### src/rtl/hlps_pkg.sv
// Package for the hit lockout pulse sequencer: phase codes, config and result
// structs, switch pattern tables. No dependencies.
`timescale 1ns / 1ps

package hlps_pkg;

  typedef enum logic [1:0] {
    PH_ARMED = 2'd0,
    PH_HIT   = 2'd1,
    PH_COOL  = 2'd2
  } phase_t;

  typedef enum logic [1:0] {
    REG_HIT_TIME  = 2'd0,
    REG_COOLDOWN  = 2'd1,
    REG_PAT_SEL   = 2'd2,
    REG_CHAN_MASK = 2'd3
  } reg_idx_t;

  localparam int unsigned CFG_W = 16;

  typedef struct packed {
    logic [15:0] hit_len;
    logic [15:0] cool_len;
    logic        pattern_select;
    logic [2:0]  channel_mask;
  } cfg_t;

  typedef struct packed {
    logic       command;
    logic [7:0] shooter;
    logic [7:0] damage;
    logic       test_mode;
  } req_t;

  typedef struct packed {
    logic [2:0] switch_lines;
    phase_t     phase;
    logic       report_valid;
    logic [7:0] report_shooter;
    logic [7:0] report_damage;
  } res_t;

  function automatic logic [2:0] pat_len(input logic p);
    pat_len = p ? 3'd6 : 3'd2;
  endfunction

  function automatic logic pat_on(input logic p, input logic [2:0] s);
    logic on;
    on = 1'b0;
    if (p) begin
      on = (s == 3'd0) || (s == 3'd2) || (s == 3'd4);
    end else begin
      on = (s == 3'd0);
    end
    pat_on = on;
  endfunction

  function automatic logic [15:0] step_time(input logic p, input logic [2:0] s,
                                            input logic [15:0] hit_len);
    logic [15:0] t;
    t = 16'd0;
    if (!p) begin
      t = (s == 3'd0) ? hit_len : 16'd0;
    end else begin
      case (s)
        3'd0:    t = 16'd700;
        3'd1:    t = 16'd200;
        3'd2:    t = 16'd200;
        3'd3:    t = 16'd200;
        3'd4:    t = 16'd200;
        default: t = 16'd0;
      endcase
    end
    step_time = t;
  endfunction

endpackage

### src/rtl/hlps_seq.sv
// Phase, timer and pattern state of the hit sequencer with its next-state logic.
// Depends on hlps_pkg.
`timescale 1ns / 1ps

module hlps_seq (
  input  logic          clk,
  input  logic          rst_n,
  input  logic          adv,
  input  hlps_pkg::req_t req,
  input  hlps_pkg::cfg_t cfg,
  output hlps_pkg::res_t res
);

  hlps_pkg::phase_t phase_r, phase_nxt;
  logic [15:0] prem_r, prem_nxt;
  logic [2:0]  step_r, step_nxt;
  logic [15:0] srem_r, srem_nxt;
  logic [2:0]  sw_r, sw_nxt;

  logic [2:0] step_inc;
  logic       rep;

  always_comb begin
    phase_nxt = phase_r;
    prem_nxt  = prem_r;
    step_nxt  = step_r;
    srem_nxt  = srem_r;
    sw_nxt    = sw_r;
    rep       = 1'b0;
    step_inc  = 3'd0;

    // tick or hit
    if (!req.command) begin
      if (prem_nxt != 16'd0) prem_nxt = prem_nxt - 16'd1;
      if (srem_nxt != 16'd0) srem_nxt = srem_nxt - 16'd1;
    end else if (!req.test_mode && phase_r == hlps_pkg::PH_ARMED) begin
      phase_nxt = hlps_pkg::PH_HIT;
      prem_nxt  = cfg.hit_len;
      rep       = 1'b1;
      step_nxt  = 3'd0;
      srem_nxt  = hlps_pkg::step_time(cfg.pattern_select, 3'd0, cfg.hit_len);
      sw_nxt    = hlps_pkg::pat_on(cfg.pattern_select, 3'd0) ? cfg.channel_mask : 3'd0;
    end

    // end of phase
    if (phase_nxt == hlps_pkg::PH_HIT && prem_nxt == 16'd0) begin
      if (cfg.cool_len != 16'd0) begin
        phase_nxt = hlps_pkg::PH_COOL;
        prem_nxt  = cfg.cool_len;
      end else begin
        phase_nxt = hlps_pkg::PH_ARMED;
      end
      sw_nxt = 3'd0;
    end else if (phase_nxt == hlps_pkg::PH_COOL && prem_nxt == 16'd0) begin
      phase_nxt = hlps_pkg::PH_ARMED;
      sw_nxt    = 3'd0;
    end

    // advance pattern
    if (phase_nxt == hlps_pkg::PH_HIT && step_nxt < hlps_pkg::pat_len(cfg.pattern_select)
        && srem_nxt == 16'd0) begin
      step_inc = step_nxt + 3'd1;
      step_nxt = step_inc;
      if (step_inc >= hlps_pkg::pat_len(cfg.pattern_select)) begin
        sw_nxt = 3'd0;
      end else begin
        sw_nxt   = hlps_pkg::pat_on(cfg.pattern_select, step_inc) ? cfg.channel_mask : 3'd0;
        srem_nxt = hlps_pkg::step_time(cfg.pattern_select, step_inc, cfg.hit_len);
      end
    end

    res.switch_lines   = sw_nxt;
    res.phase          = phase_nxt;
    res.report_valid   = rep;
    res.report_shooter = rep ? req.shooter : 8'd0;
    res.report_damage  = rep ? req.damage : 8'd0;
  end

  always_ff @(posedge clk) begin
    if (!rst_n) begin
      phase_r <= hlps_pkg::PH_ARMED;
      prem_r  <= 16'd0;
      step_r  <= 3'd0;
      srem_r  <= 16'd0;
      sw_r    <= 3'd0;
    end else if (adv) begin
      phase_r <= phase_nxt;
      prem_r  <= prem_nxt;
      step_r  <= step_nxt;
      srem_r  <= srem_nxt;
      sw_r    <= sw_nxt;
    end
  end

endmodule

### src/rtl/hit_lockout_pulse_sequencer_top.sv
// Path: a request accepted into the input register is loaded into the result register
// when the output register is free or taken. Throughput: one request per cycle;
// the input stalls only while both registers hold and the output is stalled.
// Synchronous active-low reset sets phase armed, timers and switch lines to zero
// and config to its defaults.
// Top level of the hit lockout pulse sequencer. Depends on hlps_pkg, hlps_seq.
`timescale 1ns / 1ps

module hit_lockout_pulse_sequencer_top (
  input  logic                       clk,
  input  logic                       rst_n,
  input  logic                       cfg_we,
  input  logic [1:0]                 cfg_index,
  input  logic [hlps_pkg::CFG_W-1:0] cfg_wdata,
  input  logic                       in_valid,
  output logic                       in_stall,
  input  logic                       in_command,
  input  logic [7:0]                 in_shooter,
  input  logic [7:0]                 in_damage,
  input  logic                       in_test_mode,
  output logic                       out_valid,
  input  logic                       out_stall,
  output logic [2:0]                 out_switch_lines,
  output logic [1:0]                 out_phase,
  output logic                       out_report_valid,
  output logic [7:0]                 out_report_shooter,
  output logic [7:0]                 out_report_damage
);

  hlps_pkg::cfg_t cfg_r;
  hlps_pkg::req_t req_r;
  hlps_pkg::res_t res, res_r;
  logic           in_v_r, out_v_r;
  logic           adv;

  always_ff @(posedge clk) begin
    if (!rst_n) begin
      cfg_r.hit_len        <= 16'd1000;
      cfg_r.cool_len       <= 16'd1000;
      cfg_r.pattern_select <= 1'b0;
      cfg_r.channel_mask   <= 3'd7;
    end else if (cfg_we) begin
      unique case (hlps_pkg::reg_idx_t'(cfg_index))
        hlps_pkg::REG_HIT_TIME:  cfg_r.hit_len        <= cfg_wdata;
        hlps_pkg::REG_COOLDOWN:  cfg_r.cool_len       <= cfg_wdata;
        hlps_pkg::REG_PAT_SEL:   cfg_r.pattern_select <= cfg_wdata[0];
        hlps_pkg::REG_CHAN_MASK: cfg_r.channel_mask   <= cfg_wdata[2:0];
        default: ;
      endcase
    end
  end

  assign adv      = in_v_r && (!out_v_r || !out_stall);
  assign in_stall = in_v_r && out_v_r && out_stall;

  always_ff @(posedge clk) begin
    if (!rst_n) begin
      in_v_r <= 1'b0;
    end else if (!in_stall) begin
      in_v_r <= in_valid;
    end
  end

  always_ff @(posedge clk) begin
    if (!in_stall) begin
      req_r.command   <= in_command;
      req_r.shooter   <= in_shooter;
      req_r.damage    <= in_damage;
      req_r.test_mode <= in_test_mode;
    end
  end

  hlps_seq u_seq (
    .clk   (clk),
    .rst_n (rst_n),
    .adv   (adv),
    .req   (req_r),
    .cfg   (cfg_r),
    .res   (res)
  );

  always_ff @(posedge clk) begin
    if (!rst_n) begin
      out_v_r <= 1'b0;
    end else if (adv) begin
      out_v_r <= 1'b1;
    end else if (!out_stall) begin
      out_v_r <= 1'b0;
    end
  end

  always_ff @(posedge clk) begin
    if (adv) begin
      res_r <= res;
    end
  end

  assign out_valid          = out_v_r;
  assign out_switch_lines   = res_r.switch_lines;
  assign out_phase          = res_r.phase;
  assign out_report_valid   = res_r.report_valid;
  assign out_report_shooter = res_r.report_shooter;
  assign out_report_damage  = res_r.report_damage;

  a_lines_only_in_hit: assert property (@(posedge clk) disable iff (!rst_n)
    (out_v_r && res_r.switch_lines != 3'd0) |-> (res_r.phase == hlps_pkg::PH_HIT))
    else $error("switch lines driven outside hit phase");

  a_report_zero: assert property (@(posedge clk) disable iff (!rst_n)
    (out_v_r && !res_r.report_valid) |->
      (res_r.report_shooter == 8'd0 && res_r.report_damage == 8'd0))
    else $error("report fields set without a report");

  a_no_overwrite: assert property (@(posedge clk) disable iff (!rst_n)
    adv |-> !(out_v_r && out_stall))
    else $error("result register overwritten while held");

endmodule
### config.mk
export PLATFORM = sky130hd
export DESIGN_NAME = hit_lockout_pulse_sequencer_top
export DESIGN_NICKNAME = d
export VERILOG_FILES = /design/src/rtl/hlps_pkg.sv /design/src/rtl/hlps_seq.sv /design/src/rtl/hit_lockout_pulse_sequencer_top.sv
export SDC_FILE = /design/constraint.sdc
export NUM_CORES = 1
export LEC_CHECK = 0
export BUFFER_PORTS_ARGS = -buffer_cell sky130_fd_sc_hd__clkbuf_2
export CAP_MARGIN = 20
export CORE_ASPECT_RATIO = 0.6
export CORE_MARGIN = 8
export CORE_UTILIZATION = 45
export CTS_BUF_LIST = sky130_fd_sc_hd__clkbuf_4 sky130_fd_sc_hd__clkbuf_8 sky130_fd_sc_hd__clkbuf_16
export CTS_CLUSTER_DIAMETER = 30
export DETAILED_ROUTE_END_ITERATION = 10
export GPL_TIMING_DRIVEN = 0
export PLACE_DENSITY = 0.73
export SYNTH_ARGS = -nofsm -noshare
export SYNTH_HDL_FRONTEND = slang
export SYNTH_SLANG_ARGS = --single-unit
### constraint.sdc
create_clock -name clk -period 3.5 [get_ports clk]
set_clock_uncertainty 0.2 [all_clocks]
set_input_delay 0.7 -clock clk [delete_from_list [all_inputs] [get_ports clk]]
set_output_delay 0.7 -clock clk [all_outputs]
set_load 0.03 [all_outputs]
# Yosys cells after proc, flatten, opt, wreduce, memory -nomap -nowiden
# Cells that the tools add are included.
# Widths: inputs -> output; s select.
dict set report totals {
  reg_bits 118
  in_bits 41
  output_inout_bits 24
  wordCells 103
}
dict set report classes {
  addsub 3
  n_lt_le_gt_ge 2
  n_eq_ne 11
  mux 40
  reduce_logical 27
}
# cell n
set ops {}
lappend ops {{$mux 16} 13}
lappend ops {{$reduce_bool 16->1} 3}
lappend ops {{$mux 3} 12}
lappend ops {{$logic_not 16->1} 2}
lappend ops {{$sub 16x1->16 const B} 2}
lappend ops {{$pmux 10 s2} 1}
lappend ops {{$mux 2} 5}
lappend ops {{$mux 1} 9}
lappend ops {{$logic_and 1x1->1} 8}
lappend ops {{$reduce_and 2->1} 4}
lappend ops {{$eq 2x1->1 const B} 3}
lappend ops {{$eq 2x2->1 const B} 3}
lappend ops {{$eq 3x2->1 const B} 2}
lappend ops {{$logic_not 2->1} 2}
lappend ops {{$reduce_or 4->1} 1}
lappend ops {{$add 3x1->3 const B} 1}
lappend ops {{$eq 3x1->1 const B} 1}
lappend ops {{$eq 3x3->1 const B} 1}
lappend ops {{$ge 3x3->1} 1}
lappend ops {{$logic_not 1->1} 3}
lappend ops {{$logic_not 3->1} 1}
lappend ops {{$logic_or 1x1->1} 3}
lappend ops {{$lt 3x3->1} 1}
lappend ops {{$ne 2x1->1 const B} 1}

# Depth between registers and ports, before layout
# Gate-level depths: netlist (run 1).
dict set report logic_depth {
  ltp_word 15
  ltp_mapped 16
  depth_no_buf 12
}

# Modules after synthesis
# A second synthesis (run 1) with hierarchy kept.
dict set report unflattened {
  hier_cells 714
  hier_area_um2 6407.4
}
# module instances cells_per_inst area_each_um2 seq_area_each_um2
set by_module_without_submodules {}
lappend by_module_without_submodules {hlps_seq 1 525 3698.5 800.8}
lappend by_module_without_submodules {hit_lockout_pulse_sequencer_top 1 189 2708.8 1961.9}

# Least setup slack after synthesis (run 1)
# No wires, ideal clock.
dict set report synth_timing {
  kind {register -> register}
  start {register req_r[17] (netlist bit)}
  end {register res_r, in the netlist out_switch_lines[0] (data pin)}
  arrival_time_ns 3.348
  t_required_ns 3.044
  path_slack_ns -0.305
  path_stages_with_launch 17
  synth_period_minus_slack_ns 3.805
  path_cell_list {edfxtp_1 > buf_2 > or4b_1 > buf_2 > clkbuf_1 > and2_0 > clkbuf_1 > ha_1 > a21boi_0 > o21ai_0 > a221oi_1 > nand3_1 > nor4_1 > nand3_1 > a21o_1 > and3_1 > a22o_1}
}
# item line_no
set synth_lines {}
lappend synth_lines {{start, declared} hit_lockout_pulse_sequencer_top.sv:31} ;# hlps_pkg::req_t req_r;
lappend synth_lines {{end signal, assigned} hit_lockout_pulse_sequencer_top.sv:94} ;# res_r <= res;
lappend synth_lines {{end, declared} hit_lockout_pulse_sequencer_top.sv:32} ;# hlps_pkg::res_t res, res_r;

# Worst setup path after layout (run 1)
dict set report layout_timing {
  start {register u_seq.phase_r[0]}
  end {register u_seq.prem_r[3]}
}
dict set report layout_between {
  elab_chain_cells 7
  word_cells_on_any_way 11
  cone_classes {1 x eq/ne; 6 x mux; 4 x reduce/logical}
}
# item line_no
set layout_rtl {}
lappend layout_rtl {{start, declared} hlps_seq.sv:14} ;# hlps_pkg::phase_t phase_r, phase_nxt;
lappend layout_rtl {{start signal, assigned} hlps_seq.sv:81} ;# phase_r <= hlps_pkg::PH_ARMED;
lappend layout_rtl {{start signal, assigned} hlps_seq.sv:87} ;# phase_r <= phase_nxt;
lappend layout_rtl {{$logic_not 2->1} hlps_seq.sv:36} ;# end else if (!req.test_mode && phase_r == hlps_pkg::PH_ARMED) begin
lappend layout_rtl {{$logic_and 1x1->1} hlps_seq.sv:36}
lappend layout_rtl {{$mux 16 or $mux 2 (tied branches)} hlps_seq.sv:36}
lappend layout_rtl {{$mux 16 or $mux 2 (tied branches)} hlps_seq.sv:33} ;# if (!req.command) begin
lappend layout_rtl {{$logic_not 16->1 or $eq 2x1->1 (tied branches)} hlps_seq.sv:46} ;# if (phase_nxt == hlps_pkg::PH_HIT && prem_nxt == 16'd0) begin
lappend layout_rtl {{$logic_and 1x1->1} hlps_seq.sv:46}
lappend layout_rtl {{$mux 16 *} hlps_seq.sv:46}
lappend layout_rtl {{end signal, assigned} hlps_seq.sv:88} ;# prem_r <= prem_nxt;
lappend layout_rtl {{end, declared} hlps_seq.sv:15} ;# logic [15:0] prem_r, prem_nxt;
# Every way passes the cells marked *; elsewhere a longest branch is shown, timed or not.
# A chain may end at the register's enable or synchronous reset.

==> metrics.cfg, run 1 <==
[sta]
rsz0062_at_grt = true
finalSetupViolCount = 43
hold_ws_ns = 0.252
fin_crit_ns = 3.80
tns_ns = -6.37
slew_headroom = 0.346
worstMarginPinSlew_ns = 0.979
final_hold_viol_count = 0
final_max_slew_viol_count = 0
setup_ws_ns = -0.296
max_freq_ghz = 0.263
post-route-period-util = 1.08

[critical_path]
slowest_delay_ns = 0.60
slowest_stage = or4b_4
r2r_cells = 10
cp_cell_sequence = buf_2 -> o31ai_4 -> o31ai_1 -> a221oi_2 -> nand2_1 -> or4b_4 -> nor4_4 -> buf_4 -> nand2_4 -> a311oi_2
crit_required_ns = 3.61
critPathTopFamily = compound AO/OA/AOI/OAI gates
cp.buffers_inverters = 2
worstSetupStartpointType = register
cp_data_arrival_time_ns = 3.91
worstSetupPathType = register to register
r2r_start = u_seq.phase_r[0]
setup.worst_path.end_class = register
crit_fanout = 10
r2r-end = u_seq.prem_r[3]
r2r_slack_ns = -0.30

[die]
initial_utilization = 0.461
core-area_sq_um = 13700
ios = 65
die_area_sq_um = 18200
rows = 33
dieWidth_microns = 169
die_y_microns = 108

[synth]
syn_avg_cell_area_sq_um = 8.59
synth_cell_types = 76
yosysWarnings = 0
synthTopCellsByCount = nand2_1, dfxtp_1, nor2_1
postSynthCellCount = 733
ys_ff_latch = 118
synth_area_leaders = dfxtp_1, edfxtp_1, nand2_1
netlist_area_sq_um = 6300
ys_async_sr_fraction = 0
synth_area_leader_cell = dfxtp_1
syn-num-nets = 782
synthFlopType = dfxtp_1
synth_edf_count = 40
synth.top_cell.area_share = 0.248
synth_most_common_cell = nand2_1
ys_seq_area_frac = 0.439

[place]
hpwl_mm = 16.0
routabilityCongestion = 0.975
post-place-ws_ns = -0.860
numPlacedInstances = 988
port_buffers = 63

[cts]
clk_latency_ns = 0.42
cts_root_buf = clkbuf_16
clock-sinks = 118
htreeDepth = 4
cts_tree = built
clkTransAtPathRegs_ns = 0.07
cts_buffer_depth = 2
holdBufCountCts = 0
numCtsBuffers = 17

[outcome]
violations = negative setup slack
status = finished, violations left

[grt]
grt_max_degree = 32
grt_pass1_wl_mm = 35.1
gr-usage-all-layers = 0.250
grt_overflow = 0
antenna_found_initial = 0
grt_pass1_vias = 6115

[worst_hold_path]
hp-class = primary input to register
min_path_cells = 1
whs_endpoint = req_r[4]
min_from = in_damage[3]

[finish]
layout.nets = 899
fin_util = 0.612
diodes = 0
instances_no_fill = 1055
syn2layout_area_growth_pct = 32.8
layout-drive-gt1-share = 0.293

[drt]
avgRoutedWirePerCell_microns = 22.0
drc = 0
drt-initial-drc-count = 974
drt_pass1_iterations = 7
vias_per_cell = 6.37
ant_nets = 0
num_vias = 6723
wl_mm = 23.2

[power_and_ir_drop]
power_frac_comb = 0.220
intPower_mw = 2.82
p_sw_frac = 0.343
p_sw_mw = 1.47
clockPowerShare = 0.411
power_density_nw_per_um2 = 512
leakagePower_nw = 3.20
peakVddDrop_mv = 0.330
seq_power_share = 0.369

[flow_run]
max-cap-violations = 0

-- power by group through the flow --
| stage | clock [mW] | sequential, mW | combinational, mW |
|---|---|---|---|
| 6_report | 1.76 | 1.58 | 0.942 |
| 2_1_floorplan | 0 | 1.59 | 0.492 |
| 3_5_place_dp | 0 | 1.59 | 0.728 |
| 3_3_place_gp | 0 | 1.59 | 0.732 |
| 4_1_cts | 1.76 | 1.57 | 0.825 |
| 5_1_grt | 1.83 | 1.59 | 0.997 |
-- state kept, by name, summed over array words and instances (netlist names) --
signal / count
out_report_shooter: 8
u_seq.srem_r: 16
out_phase: 2
cfg_r: 36
u_seq.phase_r: 2
u_seq.prem_r: 16
in_v_r: 1
out_report_valid: 1
out_report_damage: 8
u_seq.sw_r: 3
req_r: 18
out_valid: 1
u_seq.step_r: 3
out_switch_lines: 3
-- per-layer routing --
metal	track usage	share of wire	vias to the layer above
met5	0.0353	0.0034	-
met4	0.0698	0.027	2
met3	0.0992	0.15	77
met2	0.341	0.39	499
met1	0.353	0.43	3161
li1	-	-	2984
-- cell families (layout without fill, tap and decap cells) --
family / after synthesis / after routing / synth area share
and+or+nand+nor: 341 / 341 / 0.278
AOI/OAI and AO/OA: 183 / 183 / 0.202
DFF: 118 / 118 / 0.439
buffers and inverters: 71 / 201 / 0.0461
muxes: 10 / 10 / 0.0159
adders and majority gates: 8 / 8 / 0.0159
xor gates and xnor gates: 2 / 2 / 0.00278
-- area by class of cell --
type / instances / area [sq um]
multi-input cells: 544 / 3800
well taps: 192 / 240
plain buffers: 48 / 255
inverters: 19 / 71.3
fillers: 1138 / 5310
clock inverters: 15 / 169
repair buffers: 102 / 623
flip-flops and latches: 118 / 2780
clock buffers: 17 / 425
-- worst max-delay path by stage --
stage | end | from | cells after the start
2_1_floorplan | out_switch_lines[0] | req_r[0] | 15
3_3_place_gp | u_seq.prem_r[3] | u_seq.phase_r[1] | 9
3_5_place_dp | u_seq.prem_r[3] | u_seq.phase_r[1] | 9
4_1_cts | out_switch_lines[1] | req_r[17] | 16
5_1_grt | out_switch_lines[2] | req_r[17] | 13
6_report | u_seq.prem_r[3] | u_seq.phase_r[0] | 10
-- cell usage in the layout, fill, tap and decap left out, types with 12 or more instances in the layout --
master and n:
a21oi_1 43, and2_1 17, buf_4 35, clkbuf_1 29
clkbuf_16 18, clkbuf_2 67, dfxtp_1 69, edfxtp_1 40
inv_1 15, nand2_1 109, nand3_1 40, nor2_1 57
nor3_1 17, nor4_1 12, o21ai_0 24
-- through the flow --
| step | total power, mW | instance area [sq um] |
|---|---|---|
| 2_1_floorplan | 2.08 | 6340 |
| 3_3_place_gp | 2.32 | 6900 |
| 3_5_place_dp | 2.32 | 6900 |
| 4_1_cts | 4.16 | 8060 |
| 5_1_grt | 4.41 | 8360 |
| 6_report | 4.28 | 8360 |
-- what timing repair did --
action / in CTS / in global routing
setup endpoints to repair: 45 / 44
endpoints found under the hold margin: 0 / 0
pin swaps: 42 / 32
cloned: 1 / 0
setup buffers: 25 / 13
gates resized for setup: 73 / 57
Power figures use the tool's default switching activity.
==> run 2, diff against run 1 <==
- BUFFER_PORTS_ARGS: -buffer_cell sky130_fd_sc_hd__clkbuf_2 -> -buffer_cell sky130_fd_sc_hd__buf_4
==> metrics.cfg, run 2 (same netlist as run 1, synthesis figures left out) <==
[power_and_ir_drop]
power_density_nw_per_um2 = 513
peakVddDrop_mv = 0.419
leakagePower_nw = 3.21
power_mw = 4.39

[sta]
setup_ws_ns = -0.273
max_freq_ghz = 0.265
rsz0062_at_grt = true
post-route-period-util = 1.08
fin_crit_ns = 3.77
finalSetupViolCount = 37
slew_headroom = 0.336
final_max_slew_viol_count = 0
final_hold_viol_count = 0
tns_ns = -4.20
worstMarginPinSlew_ns = 0.993

[finish]
diodes = 0
fin_util = 0.626
fillers = 1102
max_flop_register = cfg_r
layout-drive-gt1-share = 0.289
layout.nets = 892
largest_register_ffs = 36
reg_top3 = cfg_r x36, req_r x18
final_cell_mix = nand2_1, buf_4, dfxtp_1
final_common_cell = nand2_1
syn2layout_area_growth_pct = 35.8

[place]
port_buffers = 63
routabilityCongestion = 0.981
hpwl_mm = 16.1

[critical_path]
cp_cell_sequence = buf_6 -> or4b_4 -> clkbuf_16 -> and2_4 -> ha_4 -> a21boi_2 -> o21ai_2 -> a221oi_2 -> nand3_1 -> nor4_2 -> nand3_2 -> a311oi_4 -> buf_4 -> mux2i_1 -> o31ai_1
r2r_slack_ns = -0.27
worstSetupPathType = register to register
crit_fanout = 4
worstSetupStartpointType = register
slowest_stage = or4b_4
setup.worst_path.end_class = register
slowest_delay_ns = 0.51
crit_required_ns = 3.57
cp.buffers_inverters = 3
cp_data_arrival_time_ns = 3.84
critPathTopFamily = simple AND/OR/NAND/NOR gates

[die]
die_area_sq_um = 18200
ios = 65
initial_utilization = 0.461
die_y_microns = 108
dieWidth_microns = 169
rows = 33
core-area_sq_um = 13700

[drt]
wl_mm = 23.6
avgRoutedWirePerCell_microns = 22.5
drt-initial-drc-count = 988
ant_nets = 0
vias_per_cell = 6.39
drc = 0
num_vias = 6693
drt_pass1_iterations = 5

[outcome]
status = finished, violations left
violations = negative setup slack

[grt]
grt_overflow = 0
grt_pass1_vias = 5975
antenna_found_initial = 0
gr-usage-all-layers = 0.250
grt_pass1_wl_mm = 35.0
grt_max_degree = 32

[cts]
cts_tree = built
numCtsBuffers = 17
cts_root_buf = clkbuf_16
holdBufCountCts = 0
clock-sinks = 118
cts_buffer_depth = 2
clkTransAtPathRegs_ns = 0.06
clk_latency_ns = 0.42
htreeDepth = 4

[flow_run]
max-cap-violations = 0

[worst_hold_path]
hp-class = primary input to register

## run 2: report_power, final
group	switching (mW)	internal [mW]
logic	0.593	0.379
registers	0.0903	1.49
clock network	0.722	1.11
total	1.41	2.98
## run 2: per-layer routing
metal / part of all wire / vias up / routed length (microns) / global-route usage
li1: - / 2971 / - / -
met1: 0.43 / 3157 / 10200 / 0.360
met2: 0.39 / 501 / 9100 / 0.322
met3: 0.16 / 64 / 3780 / 0.117
met4: 0.021 / 0 / 503 / 0.0602
met5: 0 / - / 0 / 0
## run 2: timing repair
item,4_1_cts,5_1_grt
buffers inserted,13,16
cloned,0,2
setup endpoints to repair,45,45
gates resized for setup,49,90
pin swaps,21,36
## run 2: final cells by class
| type | instances | area (sq um) | area share |
|---|---|---|---|
| Multi-Input combinational cell | 544 | 3840 | 0.449 |
| Timing Repair Buffer | 95 | 747 | 0.0873 |
| Clock buffer | 18 | 450 | 0.0527 |
| Clock inverter | 14 | 161 | 0.0189 |
| Sequential cell | 118 | 2780 | 0.325 |
| Inverter | 19 | 77.6 | 0.00907 |
| Tap cell | 192 | 240 | 0.0281 |
| Buffer | 48 | 262 | 0.0306 |
## run 2: path summary, 6_finish.rpt
kind	start	depth (start not counted)	to
max	req_r[17]	15	u_seq.srem_r[6]
min	in_damage[1]	1	req_r[2]
max reg2reg	req_r[17]	15	u_seq.srem_r[6]
min reg2reg	u_seq.step_r[0]	1	u_seq.step_r[0]
## run 2: stage by stage
stage	instances	hold WS, ns	setup slack, ns	instance area [sq um]
after floorplan	733	0.228	-0.148	6340
after global placement	988	0.247	-0.847	7060
after detailed placement	989	0.247	-0.760	7060
after CTS	1034	0.248	-0.229	8020
after global routing	1048	0.247	-0.418	8550
final	1048	0.255	-0.273	8550
## run 2: worst register-to-register path: stages (launching register included)
cell and delay (ns):
edfxtp_1 0.35, buf_6 0.10, or4b_4 0.51, clkbuf_16 0.19, and2_4 0.15, ha_4 0.21
a21boi_2 0.15, o21ai_2 0.09, a221oi_2 0.21, nand3_1 0.12, nor4_2 0.35, nand3_2 0.20
a311oi_4 0.34, buf_4 0.18, mux2i_1 0.18, o31ai_1 0.08
==> run 3, diff against run 2 <==
- CTS_CLUSTER_DIAMETER: 30 -> 120
- PLACE_DENSITY: 0.73 -> default
- PLACE_DENSITY_LB_ADDON: default -> 0.08
==> metrics.cfg, run 3 (same netlist as run 1, synthesis figures left out) <==
[finish]
largest_register_ffs = 36
reg_top3 = cfg_r x36, req_r x18
fillers = 1184
syn2layout_area_growth_pct = 32.8
final_cell_mix = nand2_1, buf_4, dfxtp_1
multiInputGateArea_sq_um = 3700
diodes = 0
layout.nets = 890
max_flop_register = cfg_r
seq_area_sq_um = 2770
final_common_cell = nand2_1
layout-drive-gt1-share = 0.247
stdcell_area_sq_um = 8360

[critical_path]
critPathCapture = out_switch_lines[1]
setup.worst_path.end_class = register
critPathTopFamily = simple AND/OR/NAND/NOR gates
crit_fanout = 4
worstSetupStartpointType = register
r2r_cells = 14
slowest_delay_ns = 0.61
crit_required_ns = 3.58
cp_cell_sequence = or4b_4 -> clkbuf_16 -> and2_4 -> ha_4 -> a21boi_2 -> o21ai_2 -> a221oi_2 -> buf_4 -> nand3_4 -> nor4_4 -> nand3_4 -> a311oi_4 -> a22o_1 -> a22o_1
r2r_slack_ns = -0.43
r2r-end = out_switch_lines[1]
worstSetupPathType = register to register
slowest_stage = or4b_4
startpoint = req_r[0]
cp.buffers_inverters = 2
cp_data_arrival_time_ns = 4.02
worst-path-stages = 14
r2r_start = req_r[0]

[sta]
slew_headroom = 0.335
final_hold_viol_count = 0
setup_ws_ns = -0.434
max_freq_ghz = 0.254
hold_ws_ns = 0.248
finalSetupViolCount = 43
final_max_slew_viol_count = 0
worstMarginPinSlew_ns = 0.998
rsz0062_at_grt = true
fin_crit_ns = 3.93
post-route-period-util = 1.12

[power_and_ir_drop]
intPower_mw = 2.98
seq_power_share = 0.359
p_sw_frac = 0.321
leakagePower_nw = 3.13
p_sw_mw = 1.41
power_frac_comb = 0.213
power_density_nw_per_um2 = 525
peakVddDrop_mv = 0.330
clockPowerShare = 0.428

[drt]
drt-initial-drc-count = 775
avgRoutedWirePerCell_microns = 23.1
ant_nets = 0
vias_per_cell = 6.33
drc = 0
num_vias = 6621
wl_mm = 24.2
drt_pass1_iterations = 5

[place]
port_buffers = 63
routabilityCongestion = 0.982
place_area_sq_um = 7060
hpwl_mm = 17.0

[cts]
holdBufCountCts = 0
clk_latency_ns = 0.42
cts_tree = built
numCtsBuffers = 17
clkTransAtPathRegs_ns = 0.06
htreeDepth = 4
cts_root_buf = clkbuf_16
cts_buffer_depth = 2
clock-sinks = 118

[flow_run]
max-cap-violations = 0

[die]
dieWidth_microns = 169
initial_utilization = 0.461
ios = 65
core-area_sq_um = 13700
die_area_sq_um = 18200
die_y_microns = 108
rows = 33

[grt]
grtUsageMet2 = 0.344
antenna_found_initial = 0
grt_pass1_wl_mm = 36.0
gr-usage-all-layers = 0.262
grt_use_met3 = 0.113
grt-busiest-layer = met1
grt_overflow = 0
use_met1 = 0.365
grt_pass1_vias = 6109
grt_max_degree = 32

[worst_hold_path]
min_from = in_damage[0]
hp-class = primary input to register

[outcome]
violations = negative setup slack
status = finished, violations left

## run 3: changes by cell type in the layout (fill, tap and decap cells not counted), moves of 4 or more
cell,change
a211oi_2,-6
a21oi_1,+4
dfxtp_1,+5
a21oi_2,-4
nand2_1,+5
a211oi_1,+7
## run 3: worst min path at each step
stage,slack [ns],cells past startpoint,endpoint
after CTS,0.24,1,req_r[1]
after detailed placement,0.25,1,u_seq.step_r[0]
final,0.25,1,req_r[1]
after floorplan,0.23,1,u_seq.step_r[0]
after global placement,0.25,1,u_seq.step_r[0]
after global routing,0.23,1,req_r[1]
## run 3: what timing repair did
item                                    4_1_cts  5_1_grt
buffers inserted                             14       13
endpoints found under the hold margin         0        0
gates resized for setup                      37       51
pin swaps                                    12       29
endpoints found under the setup margin       45       45
## run 3: per-stage QoR
| stage | total power, mW | cells | setup slack (ns) | util | TNS, ns |
|---|---|---|---|---|---|
| floorplan | 2.08 | 733 | -0.148 | - | -0.522 |
| global placement | 2.34 | 988 | -1.05 | 0.516 | -38.31 |
| detailed placement | 2.35 | 989 | -0.992 | 0.517 | -30.02 |
| CTS | 4.27 | 1035 | -0.361 | 0.586 | -7.83 |
| global route | 4.51 | 1046 | -0.488 | 0.612 | -11.92 |
| finish | 4.39 | 1046 | -0.434 | 0.612 | -9.31 |
## run 3: layer usage
layer	part of all wire	routed length, microns
met3	0.14	3430
met4	0.027	661
met1	0.44	10600
met5	0	0
met2	0.39	9470
## run 3: final cells by class
| type | count | area share |
|---|---|---|
| multi-input combinational | 544 | 0.442 |
| sequential | 118 | 0.331 |
| timing repair buffer | 91 | 0.0831 |
| clock buffer | 19 | 0.0555 |
| buffer | 50 | 0.0319 |
| tap | 192 | 0.0287 |
| clock inverter | 13 | 0.0190 |
| inverter | 19 | 0.00853 |
## run 3: power groups by stage
stage / combinational, mW / sequential, mW / clock, mW
after floorplan: 0.492 / 1.59 / 0
after global placement: 0.752 / 1.59 / 0
after detailed placement: 0.752 / 1.59 / 0
after CTS: 0.814 / 1.56 / 1.89
after global routing: 0.992 / 1.58 / 1.94
final: 0.934 / 1.58 / 1.88
